`src/rtl/core/kwm_pkg.sv`:
```
// Shared constants, item type and list-mask helper for the k-way sorted merge.
`default_nettype none

package kwm_pkg;

    localparam int MAX_LISTS   = 4;
    localparam int QUEUE_DEPTH = 16;
    localparam int VALUE_W     = 32;
    localparam int LIST_W      = $clog2(MAX_LISTS);
    localparam int PTR_W       = $clog2(QUEUE_DEPTH);
    localparam int CNT_W       = $clog2(QUEUE_DEPTH + 1);
    localparam int ADDR_W      = LIST_W + PTR_W;
    localparam int USER_W      = LIST_W + 1;
    localparam int CFG_W       = 3;
    localparam int FIFO_DEPTH  = 2;
    localparam int FIFO_PTR_W  = $clog2(FIFO_DEPTH);
    localparam int FIFO_CNT_W  = $clog2(FIFO_DEPTH + 1);

    localparam logic [CFG_W-1:0] CFG_RESET = CFG_W'(4);

    typedef logic [MAX_LISTS-1:0] list_mask_t;

    // One classified input beat as it sits in the queue between front and back.
    typedef struct packed {
        logic [LIST_W-1:0]  list;
        logic               in_use;
        logic               has_value;
        logic               closes;
        logic [VALUE_W-1:0] value;
    } kwm_item_t;

    // A zero count acts as one list, and counts above the list total saturate.
    function automatic list_mask_t use_mask(input logic [CFG_W-1:0] cfg);
        int         n;
        list_mask_t m;
        n = int'(cfg);
        if (n == 0) begin
            n = 1;
        end
        if (n > MAX_LISTS) begin
            n = MAX_LISTS;
        end
        for (int i = 0; i < MAX_LISTS; i++) begin
            m[i] = (i < n);
        end
        return m;
    endfunction

endpackage

`default_nettype wire

```
`src/rtl/core/k_way_sorted_merge.sv`:
```
// Top level of the k-way sorted merge: configuration register and front/back engines.
//
// Each input beat may append one value to one list's 16-entry queue and may close that
// list; the block then emits merged values, smallest head first with ties going to the
// lower list index, for as long as every open list in use has a queued value. An input
// beat leaves the two-entry input queue and is applied while the merge engine is idle. An
// emitted value is followed by a refill step if the emitting list has another value
// queued (the queue memory's registered read refills that list's head register), and a
// merge pass that does not end the set stops after a check that finds nothing; the value
// that ends a set ends its pass at once. An output beat waits in the output register
// while m_tready is low, the merge engine holds meanwhile, and up to two input beats are
// buffered. The last value of a set carries m_tlast. The lists_in_use register is taken
// from cfg_data whenever cfg_valid is high and must only change while the block is idle.
// There is no clearing pass after reset.
`default_nettype none

module k_way_sorted_merge (
    input  wire logic                                aclk,
    input  wire logic                                aresetn,
    input  wire logic                                cfg_valid,
    output logic                                     cfg_ready,
    input  wire logic [kwm_pkg::CFG_W-1:0]           cfg_data,  // lists_in_use
    input  wire logic                                s_tvalid,
    output logic                                     s_tready,
    input  wire logic signed [kwm_pkg::VALUE_W-1:0]  s_tdata,   // value
    input  wire logic [kwm_pkg::USER_W-1:0]          s_tuser,   // list_index, has_value
    input  wire logic                                s_tlast,   // closes_list
    output logic                                     m_tvalid,
    input  wire logic                                m_tready,
    output logic signed [kwm_pkg::VALUE_W-1:0]       m_tdata,   // merged_value
    output logic [kwm_pkg::USER_W-1:0]               m_tuser,   // source_list, dropped_flag
    output logic                                     m_tlast    // set_last
);

    logic [kwm_pkg::CFG_W-1:0]   lists_in_use_reg;
    kwm_pkg::list_mask_t         use_mask;
    logic                        item_valid;
    logic                        item_ready;
    kwm_pkg::kwm_item_t          item;

    assign cfg_ready = 1'b1;
    assign use_mask  = kwm_pkg::use_mask(lists_in_use_reg);

    always_ff @(posedge aclk) begin
        if (!aresetn) begin
            lists_in_use_reg <= kwm_pkg::CFG_RESET;
        end else if (cfg_valid && cfg_ready) begin
            lists_in_use_reg <= cfg_data;
        end
    end

    kwm_front u_front (
        .aclk       (aclk),
        .aresetn    (aresetn),
        .s_tvalid   (s_tvalid),
        .s_tready   (s_tready),
        .s_tdata    (s_tdata),
        .s_tuser    (s_tuser),
        .s_tlast    (s_tlast),
        .use_mask   (use_mask),
        .item_valid (item_valid),
        .item_ready (item_ready),
        .item       (item)
    );

    kwm_back u_back (
        .aclk       (aclk),
        .aresetn    (aresetn),
        .use_mask   (use_mask),
        .item_valid (item_valid),
        .item_ready (item_ready),
        .item       (item),
        .m_tvalid   (m_tvalid),
        .m_tready   (m_tready),
        .m_tdata    (m_tdata),
        .m_tuser    (m_tuser),
        .m_tlast    (m_tlast)
    );

endmodule

`default_nettype wire

```
`src/rtl/core/kwm_front.sv`:
```
// Input side: accepts beats, classifies them against the lists in use, queues them.
`default_nettype none

module kwm_front (
    input  wire logic                                aclk,
    input  wire logic                                aresetn,
    input  wire logic                                s_tvalid,
    output logic                                     s_tready,
    input  wire logic signed [kwm_pkg::VALUE_W-1:0]  s_tdata,  // value
    input  wire logic [kwm_pkg::USER_W-1:0]          s_tuser,  // list_index, has_value
    input  wire logic                                s_tlast,  // closes_list
    input  wire kwm_pkg::list_mask_t                 use_mask,
    output logic                                     item_valid,
    input  wire logic                                item_ready,
    output kwm_pkg::kwm_item_t                       item
);

    kwm_pkg::kwm_item_t                  fifo_reg [kwm_pkg::FIFO_DEPTH];
    logic [kwm_pkg::FIFO_PTR_W-1:0]      wr_ptr_reg;
    logic [kwm_pkg::FIFO_PTR_W-1:0]      rd_ptr_reg;
    logic [kwm_pkg::FIFO_CNT_W-1:0]      count_reg;
    logic [kwm_pkg::FIFO_CNT_W-1:0]      count_next;
    kwm_pkg::kwm_item_t                  in_item;
    logic                                push;
    logic                                pop;

    always_comb begin
        in_item.list      = s_tuser[kwm_pkg::LIST_W-1:0];
        in_item.in_use    = use_mask[s_tuser[kwm_pkg::LIST_W-1:0]];
        in_item.has_value = s_tuser[kwm_pkg::LIST_W];
        in_item.closes    = s_tlast;
        in_item.value     = $unsigned(s_tdata);
    end

    assign s_tready   = (count_reg != kwm_pkg::FIFO_CNT_W'(kwm_pkg::FIFO_DEPTH));
    assign item_valid = (count_reg != '0);
    assign item       = fifo_reg[rd_ptr_reg];
    assign push       = s_tvalid && s_tready;
    assign pop        = item_valid && item_ready;

    always_comb begin
        count_next = count_reg;
        if (push && !pop) begin
            count_next = count_reg + kwm_pkg::FIFO_CNT_W'(1);
        end else if (pop && !push) begin
            count_next = count_reg - kwm_pkg::FIFO_CNT_W'(1);
        end
    end

    always_ff @(posedge aclk) begin
        if (!aresetn) begin
            wr_ptr_reg <= '0;
            rd_ptr_reg <= '0;
            count_reg  <= '0;
        end else begin
            count_reg <= count_next;
            if (push) begin
                wr_ptr_reg <= kwm_pkg::FIFO_PTR_W'(wr_ptr_reg + kwm_pkg::FIFO_PTR_W'(1));
            end
            if (pop) begin
                rd_ptr_reg <= kwm_pkg::FIFO_PTR_W'(rd_ptr_reg + kwm_pkg::FIFO_PTR_W'(1));
            end
        end
    end

    always_ff @(posedge aclk) begin
        if (push) begin
            fifo_reg[wr_ptr_reg] <= in_item;
        end
    end

endmodule

`default_nettype wire

```
`src/rtl/core/kwm_back.sv`:
```
// Merge engine: per-list queues, head registers, smallest-head selection, output register.
`default_nettype none

module kwm_back (
    input  wire logic                                aclk,
    input  wire logic                                aresetn,
    input  wire kwm_pkg::list_mask_t                 use_mask,
    input  wire logic                                item_valid,
    output logic                                     item_ready,
    input  wire kwm_pkg::kwm_item_t                  item,
    output logic                                     m_tvalid,
    input  wire logic                                m_tready,
    output logic signed [kwm_pkg::VALUE_W-1:0]       m_tdata,  // merged_value
    output logic [kwm_pkg::USER_W-1:0]               m_tuser,  // source_list, dropped_flag
    output logic                                     m_tlast   // set_last
);

    typedef enum logic [2:0] {
        ST_IDLE   = 3'b001,
        ST_MERGE  = 3'b010,
        ST_REFILL = 3'b100
    } back_state_t;

    back_state_t                         state_reg;
    back_state_t                         state_next;

    logic [kwm_pkg::VALUE_W-1:0]         mem [kwm_pkg::MAX_LISTS * kwm_pkg::QUEUE_DEPTH];
    logic [kwm_pkg::VALUE_W-1:0]         rd_data_reg;
    logic [kwm_pkg::VALUE_W-1:0]         head_reg [kwm_pkg::MAX_LISTS];
    logic [kwm_pkg::PTR_W-1:0]           rp_reg [kwm_pkg::MAX_LISTS];
    logic [kwm_pkg::CNT_W-1:0]           cnt_reg [kwm_pkg::MAX_LISTS];
    kwm_pkg::list_mask_t                 closed_reg;
    logic                                overflow_reg;
    logic [kwm_pkg::LIST_W-1:0]          refill_list_reg;

    logic                                m_valid_reg;
    logic [kwm_pkg::VALUE_W-1:0]         out_value_reg;
    logic [kwm_pkg::LIST_W-1:0]          out_src_reg;
    logic                                out_last_reg;
    logic                                out_drop_reg;

    kwm_pkg::list_mask_t                 item_sel;
    kwm_pkg::list_mask_t                 has;
    kwm_pkg::list_mask_t                 win;
    logic                                merge_ready;
    logic                                all_closed;
    logic                                any_queued;
    logic                                done;
    logic [kwm_pkg::LIST_W-1:0]          best_idx;
    logic [kwm_pkg::VALUE_W-1:0]         best_val;
    logic [kwm_pkg::PTR_W-1:0]           best_rp;
    logic [kwm_pkg::CNT_W-1:0]           best_cnt;
    logic [kwm_pkg::PTR_W-1:0]           item_rp;
    logic [kwm_pkg::CNT_W-1:0]           item_cnt;
    logic                                item_closed;
    logic [kwm_pkg::PTR_W-1:0]           wr_ptr;
    logic                                take;
    logic                                app_ok;
    logic                                app_drop;
    logic                                slot_free;
    logic                                merge_check;
    logic                                emit;

    always_comb begin
        item_sel    = '0;
        has         = '0;
        merge_ready = 1'b1;
        all_closed  = 1'b1;
        for (int i = 0; i < kwm_pkg::MAX_LISTS; i++) begin
            item_sel[i] = (item.list == kwm_pkg::LIST_W'(i));
            has[i]      = use_mask[i] && (cnt_reg[i] != '0);
            if (use_mask[i] && (cnt_reg[i] == '0) && !closed_reg[i]) begin
                merge_ready = 1'b0;
            end
            if (use_mask[i] && !closed_reg[i]) begin
                all_closed = 1'b0;
            end
        end

        // Pairwise compares: a head wins if it is strictly below every lower-indexed
        // head and not above any higher-indexed head, which breaks ties low.
        for (int i = 0; i < kwm_pkg::MAX_LISTS; i++) begin
            win[i] = has[i];
            for (int j = 0; j < kwm_pkg::MAX_LISTS; j++) begin
                if ((j != i) && has[j]) begin
                    if (j < i) begin
                        win[i] = win[i] && ($signed(head_reg[i]) < $signed(head_reg[j]));
                    end else begin
                        win[i] = win[i] && ($signed(head_reg[i]) <= $signed(head_reg[j]));
                    end
                end
            end
        end

        best_idx    = '0;
        best_val    = '0;
        best_rp     = '0;
        best_cnt    = '0;
        item_rp     = '0;
        item_cnt    = '0;
        item_closed = 1'b0;
        done        = 1'b1;
        for (int i = 0; i < kwm_pkg::MAX_LISTS; i++) begin
            if (win[i]) begin
                best_idx = kwm_pkg::LIST_W'(i);
                best_val = head_reg[i];
                best_rp  = rp_reg[i];
                best_cnt = cnt_reg[i];
            end
            if (item_sel[i]) begin
                item_rp     = rp_reg[i];
                item_cnt    = cnt_reg[i];
                item_closed = closed_reg[i];
            end
            if (use_mask[i] && !(closed_reg[i] && ((cnt_reg[i] == '0) ||
                    (win[i] && (cnt_reg[i] == kwm_pkg::CNT_W'(1)))))) begin
                done = 1'b0;
            end
        end
    end

    assign any_queued  = |has;
    assign item_ready  = (state_reg == ST_IDLE);
    assign take        = item_valid && item_ready;
    assign app_ok      = item.in_use && item.has_value && !item_closed &&
                         (item_cnt != kwm_pkg::CNT_W'(kwm_pkg::QUEUE_DEPTH));
    assign app_drop    = item.in_use && item.has_value && !app_ok;
    assign wr_ptr      = item_rp + item_cnt[kwm_pkg::PTR_W-1:0];
    assign slot_free   = !m_valid_reg || m_tready;
    assign merge_check = (state_reg == ST_MERGE) && slot_free;
    assign emit        = merge_check && any_queued && merge_ready;

    always_comb begin
        state_next = state_reg;
        unique case (state_reg)
            ST_IDLE: begin
                if (item_valid) begin
                    state_next = ST_MERGE;
                end
            end
            ST_MERGE: begin
                if (merge_check) begin
                    priority if (!emit || done) begin
                        state_next = ST_IDLE;
                    end else if (best_cnt > kwm_pkg::CNT_W'(1)) begin
                        state_next = ST_REFILL;
                    end else begin
                        state_next = ST_MERGE;
                    end
                end
            end
            ST_REFILL: begin
                state_next = ST_MERGE;
            end
            default: begin
                state_next = ST_IDLE;
            end
        endcase
    end

    always_ff @(posedge aclk) begin
        if (!aresetn) begin
            state_reg    <= ST_IDLE;
            closed_reg   <= '0;
            overflow_reg <= 1'b0;
            m_valid_reg  <= 1'b0;
            for (int i = 0; i < kwm_pkg::MAX_LISTS; i++) begin
                rp_reg[i]  <= '0;
                cnt_reg[i] <= '0;
            end
        end else begin
            state_reg <= state_next;
            if (m_valid_reg && m_tready) begin
                m_valid_reg <= 1'b0;
            end
            if (take) begin
                if (app_drop) begin
                    overflow_reg <= 1'b1;
                end
                for (int i = 0; i < kwm_pkg::MAX_LISTS; i++) begin
                    if (item_sel[i]) begin
                        if (app_ok) begin
                            cnt_reg[i] <= cnt_reg[i] + kwm_pkg::CNT_W'(1);
                        end
                        if (item.in_use && item.closes) begin
                            closed_reg[i] <= 1'b1;
                        end
                    end
                end
            end
            // An empty set with every list closed reopens without a beat.
            if (merge_check && !any_queued && all_closed) begin
                closed_reg <= '0;
            end
            if (emit) begin
                m_valid_reg  <= 1'b1;
                overflow_reg <= 1'b0;
                for (int i = 0; i < kwm_pkg::MAX_LISTS; i++) begin
                    if (win[i]) begin
                        cnt_reg[i] <= cnt_reg[i] - kwm_pkg::CNT_W'(1);
                        rp_reg[i]  <= kwm_pkg::PTR_W'(rp_reg[i] + kwm_pkg::PTR_W'(1));
                    end
                end
                if (done) begin
                    closed_reg <= '0;
                end
            end
        end
    end

    always_ff @(posedge aclk) begin
        if (take && app_ok) begin
            mem[{item.list, wr_ptr}] <= item.value;
        end
        rd_data_reg <= mem[{best_idx, kwm_pkg::PTR_W'(best_rp + kwm_pkg::PTR_W'(1))}];
    end

    always_ff @(posedge aclk) begin
        if (take && app_ok && (item_cnt == '0)) begin
            head_reg[item.list] <= item.value;
        end
        if (state_reg == ST_REFILL) begin
            head_reg[refill_list_reg] <= rd_data_reg;
        end
        if (emit) begin
            refill_list_reg <= best_idx;
            out_value_reg   <= best_val;
            out_src_reg     <= best_idx;
            out_last_reg    <= done;
            out_drop_reg    <= overflow_reg;
        end
    end

    assign m_tvalid = m_valid_reg;
    assign m_tdata  = $signed(out_value_reg);
    assign m_tuser  = {out_drop_reg, out_src_reg};
    assign m_tlast  = out_last_reg;

    assert property (@(posedge aclk) disable iff (!aresetn)
        (emit && done) |=> (closed_reg == '0))
        else $error("lists not reopened after the last beat of a set");

    assert property (@(posedge aclk) disable iff (!aresetn)
        (state_reg == ST_REFILL) |-> (cnt_reg[refill_list_reg] != '0))
        else $error("head refill for a list with an empty queue");

    assert property (@(posedge aclk) disable iff (!aresetn)
        emit |=> !overflow_reg)
        else $error("drop flag still pending after it was sent");

    for (genvar g = 0; g < kwm_pkg::MAX_LISTS; g++) begin : g_cnt_chk
        assert property (@(posedge aclk) disable iff (!aresetn)
            cnt_reg[g] <= kwm_pkg::CNT_W'(kwm_pkg::QUEUE_DEPTH))
            else $error("queue count above queue depth");
    end

endmodule

`default_nettype wire
```
`config.mk`:
```
export PLATFORM = sky130hd
export DESIGN_NAME = k_way_sorted_merge
export DESIGN_NICKNAME = d
export VERILOG_FILES = /design/src/rtl/core/kwm_pkg.sv /design/src/rtl/core/k_way_sorted_merge.sv /design/src/rtl/core/kwm_front.sv /design/src/rtl/core/kwm_back.sv
export SDC_FILE = /design/constraint.sdc
export NUM_CORES = 2
export LEC_CHECK = 0
export ABC_CLOCK_PERIOD_IN_PS = 5830
export BUFFER_PORTS_ARGS = -buffer_cell sky130_fd_sc_hd__buf_2
export CAP_MARGIN = 15
export CELL_PAD_IN_SITES_DETAIL_PLACEMENT = 1
export CELL_PAD_IN_SITES_GLOBAL_PLACEMENT = 2
export CORE_MARGIN = 4
export CORE_UTILIZATION = 35
export DETAILED_ROUTE_END_ITERATION = 6
export PLACE_DENSITY = 0.72
export SLEW_MARGIN = 30
export SYNTH_ARGS = -nofsm -noshare
export SYNTH_HDL_FRONTEND = slang
export SYNTH_HIERARCHICAL = 1
export SYNTH_SLANG_ARGS = --single-unit
```
`constraint.sdc`:
```
create_clock -name aclk -period 5.83 [get_ports aclk]
set_clock_uncertainty 0.05 [all_clocks]
set_input_delay 0.583 -clock aclk [delete_from_list [all_inputs] [get_ports aclk]]
set_output_delay 0.583 -clock aclk [all_outputs]
set_load 0.1 [all_outputs]
```
# Word-level counts from Yosys, hierarchy flattened
# Memory sizes are Yosys's and may differ from the RTL's. A register that Yosys moved wholly into a read port is not among the register bits.
# Index checks and enable logic that the tools add are counted.
[totals] register_bits=52 latchBits=0 mem_bits_rw=2286 romBits=0 input_bits=44 output_inout_bits=39 mem_count=5
[classes] add_sub_neg=18 n_mul=0 div=0 magnitude_cmp=19 n_eq_ne=14 n_shift=0 mux=135 bitwise=13 reduce_logical=97
[memory_table] name="u_back.mem" depth=64 width=32 read_ports=1 rd_clocked_by_memory_dff=1 wr=1 line_no="kwm_back.sv:27" text="logic [kwm_pkg::VALUE_W-1:0] mem [kwm_pkg::MAX_LISTS * kwm_pkg::QUEUE_DEPTH];"
[memory_table] name="u_back.head_reg" depth=4 width=32 read_ports=4 rd_clocked_by_memory_dff=0 wr=1 line_no="kwm_back.sv:29" text="logic [kwm_pkg::VALUE_W-1:0] head_reg [kwm_pkg::MAX_LISTS];"
[memory_table] name="u_front.fifo_reg" depth=2 width=37 read_ports=1 rd_clocked_by_memory_dff=1 wr=1 line_no="kwm_front.sv:18" text="kwm_pkg::kwm_item_t fifo_reg [kwm_pkg::FIFO_DEPTH];"
[memory_table] name="u_back.cnt_reg" depth=4 width=5 read_ports=4 rd_clocked_by_memory_dff=0 wr=4 line_no="kwm_back.sv:31" text="logic [kwm_pkg::CNT_W-1:0] cnt_reg [kwm_pkg::MAX_LISTS];"
[memory_table] name="u_back.rp_reg" depth=4 width=4 read_ports=4 rd_clocked_by_memory_dff=0 wr=4 line_no="kwm_back.sv:30" text="logic [kwm_pkg::PTR_W-1:0] rp_reg [kwm_pkg::MAX_LISTS];"
[op_table] op="$le 32x32->1" count=6
[op_table] op="$lt 32x32->1" count=6
[op_table] op="$mux 32" count=5
[op_table] op="$mux 1" count=85
[op_table] op="$mux 5" count=16
[op_table] op="$lt 3x32->1 const A" count=2
[op_table] op="$mux 4" count=16
[op_table] op="$logic_and 1x1->1" count=57
[op_table] op="$gt 32x4->1 const B" count=1
[op_table] op="$lt 1x32->1 const A" count=1
[op_table] op="$lt 2x32->1 const A" count=1
[op_table] op="$reduce_or 32->1" count=1
[op_table] op="$logic_not 5->1" count=5
[op_table] op="$add 4x1->4 const B" count=5
[op_table] op="$add 5x1->5 const B" count=4
[op_table] op="$eq 5x1->1 const B" count=4
[op_table] op="$reduce_bool 5->1" count=4
[op_table] op="$sub 5x1->5 const B" count=4
[op_table] op="$mux 3" count=6
[op_table] op="$logic_not 1->1" count=15
[op_table] op="$or 1x1->1" count=12
[op_table] op="$mux 2" count=5
[op_table] op="$pmux 3 s3" count=1
[op_table] op="$logic_or 1x1->1" count=6
[op_table] op="other kinds (22)" count=28

# Logic depth before layout (Yosys ltp)
[depth] depth_word=25 mapped_depth=25 mapped_depth_nobuf=17

# Cells and area by module
# The synthesis kept the hierarchy.
[modules_own_cells] module="kwm_back" n_inst=1 cells_each=4902 area_each_um2=92990.4
[modules_own_cells] module="kwm_front" n_inst=1 cells_each=140 area_each_um2=2931.6
[modules_own_cells] module="k_way_sorted_merge" n_inst=1 cells_each=14 area_each_um2=135.1

# Worst setup path after synthesis
# No wires, ideal clock.
[synth_path] kind="register to register" start="memory u_back/head_reg[3][14] (netlist name)" end="register u_back/rd_data_reg[13] (netlist name), read port of u_back.mem" setup_time_ns=0.114 arrival_time_ns=6.277 required_time_ns=5.666 path_slack_ns=-0.611 stages_incl_launch_ff=25 n_path_buf=8 synth_period_minus_slack_ns=6.441 path_cell_list="edfxtp_1 > ha_1 > a21oi_1 > nand2_1 > a221o_1 > a211o_1 > a2111oi_4 > mux2i_1 > a2111oi_2 > buf_4 > nor2_4 > a32oi_2 > buf_2 > buf_2 > buf_2 > ha_1 > clkbuf_1 > buf_1 > clkbuf_1 > clkbuf_1 > mux4_2 > nand2_1 > nand3_1 > nand4_1 > nand2_1"
[synth_rtl] item="from (decl)" line_no="kwm_back.sv:29"
[synth_rtl] item="to (decl)" line_no="kwm_back.sv:28" text="logic [kwm_pkg::VALUE_W-1:0] rd_data_reg;"

==> flow_metrics.tcl <==
set metrics [dict create \
    clkSlewWorstSetupHoldPaths_ns 0.06 \
    die_x_um 532 \
    drtIter0Drc 6028 \
    layout.nets 6012 \
    core-area_sq_um 273000 \
    cp.required_ns 6.59 \
    nFillCells 26200 \
    cts_inserted_buffers 235 \
    finalWirelength_mm 295 \
    final-setup-viol-count 1 \
    p_per_area_nw_per_um2 421 \
    status "finished with violations" \
    drive_gt1_share_pct 29.4 \
    grt_setup_unrepaired "yes" \
    critPathLaunchType "flip-flop" \
    internal_power_mw 34.0 \
    via_per_inst 5.64 \
    relSlewSlack_pct 31.6 \
    grt_pass1_vias 55500 \
    end_kind "flip-flop" \
    hp-class "in2reg" \
    die_y_um 532 \
    fin_util_pct 42.0 \
    die-area_sq_um 283000 \
    h-tree-depth 4 \
    rrSetupSlack_ns -0.04 \
    setup.worst_path.class "reg2reg" \
    crit_fanout 21 \
    worst_pin_slew_ns 1.03 \
    root_buffer "clkbuf_16" \
    area_growth_pct 19.6 \
    yosysUniqueCellTypes 84 \
    pre_cts_ws_ns -0.683 \
    drv_slew 0 \
    ys_warn_count 6 \
    initial_core_util_pct 35.1 \
    rows 192 \
    violations "setup timing" \
    layout_commonest_cell "edfxtp_1" \
    overflow 0 \
    switching_power_mw 14.4 \
    peakVddDrop_uv 356 \
    synth_area_per_cell_sq_um 19.0 \
    period_minus_slack_ns 5.87 \
    wl_per_cell_um 30.9 \
    dr.pass1.iters 5 \
    layout_setup_ws_ns -0.0394 \
    synth_edf_count 2322 \
    synthFlopType "edfxtp_1" \
    route.detailed.drc 0 \
    max_cap_viol_count 0 \
    p_sw_share_pct 29.8 \
    power.share.clock_pct 31.2 \
    gp_congestion 0.855 \
    clockBufferDepth 3 \
    leakagePower_nw 37.8 \
    p_seq_share_pct 42.5 \
    grt_use_total_pct 20.4 \
    timing.final.crit_share_pct 101 \
    antenna_found_initial 9 \
    mostFrequentLayoutCells "edfxtp_1 (2322), mux4_2 (535), nand2_1 (500)" \
    numClockSinks 2371 \
    async_flop_share_pct 0 \
    numPortBuffers 81 \
    grt_max_degree 71 \
    arrival_ns 6.63 \
    clkLatencyLatePin_ns 0.91 \
    io_pins 83 \
    setup_tns_ns -0.0394 \
    dpl.hpwl_mm 180 \
    comb_power_share_pct 26.4 \
    fmax_mhz 170 \
    cts_tree "yes" \
    largest_reg_flops 2048 \
    synth_seq_cells 2371 \
    postRouteAntennaNets 0 \
    yosysSeqAreaShare_pct 73.6 \
    hold_violations 0 \
    vias 53800 \
    netlist_area_sq_um 96100 \
    synth_cells 5056 \
    grt_first_pass_wirelength_mm 418 \
]
cells in the mapped netlist, types with 24 or more instances:
library cell     n  area (sq um)
ha_1           213          2670
mux2i_1         64           641
nor2_1         124           465
nand3_1        133           666
dfxtp_1         49           981
mux2_2          38           428
and3_1          24           150
nand2_1        505          1900
a32oi_1         52           455
inv_1          124           465
a22oi_1         75           563
mux4_2         535         12000
edfxtp_1      2322         69700
a21oi_1        108           541
clkbuf_1       115           432
buf_2           85           425
o21ai_0         85           425
nand4_1         66           413
critical path: stages, from the launching register on:
cell,delay (ns)
edfxtp_1,0.48
buf_4,0.18
ha_1,0.31
nand4_1,0.33
a2111oi_4,0.50
o41ai_2,0.17
a21bo_2,0.23
a31o_2,0.22
a211oi_4,0.36
buf_6,0.19
a311oi_1,0.11
o31ai_2,0.58
and4_1,0.39
nor3_4,0.07
buf_4,0.24
buf_12,0.19
a32oi_1,0.21
buf_4,0.17
nand4_1,0.52
nand2_1,0.25
metal layers:
metal | GRT usage [%] | routed length (um) | part of all wire [%]
met3 | 3.07 | 22600 | 7.6
met1 | 28.4 | 122000 | 41
met4 | 5.55 | 7780 | 2.6
met5 | 0 | 12 | 0.0041
met2 | 33.4 | 143000 | 48
logic make-up (layout without fill, tap and decap cells):
group / count (synthesis) / count (layout) / synth area share, %
buffers and inverters: 362 / 1262 / 1.67
DFF: 2371 / 2371 / 73.6
other: 1 / 7 / 0.00390
and+or+nand+nor: 959 / 959 / 4.48
adders and majority gates: 214 / 214 / 2.80
AOI/OAI and AO/OA: 485 / 485 / 3.51
muxes: 637 / 637 / 13.7
xor gates and xnor gates: 27 / 27 / 0.266
final timing paths:
path | startpoint | end | depth (start not counted)
worst max-delay path | u_back/head_reg[3][14] | u_back/rd_data_reg[18] | 19
worst min-delay path | m_tready | u_back/m_tvalid | 3
worst max register to register | u_back/head_reg[3][14] | u_back/rd_data_reg[18] | 19
worst min register to register | u_back/overflow_reg | u_back/out_drop_reg | 0
layout make-up:
type | count | area (sq um) | area share, %
Antenna cell | 2 | 5.00 | 0.00436
Clock buffer | 316 | 6400 | 5.57
Clock inverter | 127 | 1300 | 1.13
Inverter | 124 | 465 | 0.405
Multi-Input combinational cell | 2327 | 24900 | 21.7
Sequential cell | 2371 | 70700 | 61.6
Tap cell | 3589 | 4490 | 3.91
Timing Repair Buffer | 695 | 6620 | 5.76
repair_timing:
action	in CTS	in global routing
endpoints found under the setup margin	32	32
pin swaps	27	36
setup buffers	61	53
endpoints found under the hold margin	76	0
hold buffers	42	0
cloned	0	5
resized for setup	53	93
stage by stage:
stage / total power, mW / area, sq um / cells / hold slack (ns)
finish: 48.4 / 115000 / 9551 / 0.101
global route: 50.1 / 115000 / 9550 / 0.0696
CTS: 48.3 / 114000 / 9491 / 0.0206
detailed placement: 33.0 / 105000 / 8946 / 0.371
global placement: 32.7 / 105000 / 8946 / 0.370
floorplan: 27.4 / 96100 / 5060 / 0.359
power groups by stage:
stage	Combinational [mW]	Clock, mW	Sequential, mW
final	12.8	15.1	20.6
after global placement	11.9	0	20.9
after floorplan	6.60	0	20.8
after global routing	13.4	16.1	20.6
after CTS	12.4	15.3	20.5
after detailed placement	12.1	0	20.9
Note: power is estimated with default switching activity, not from simulation.
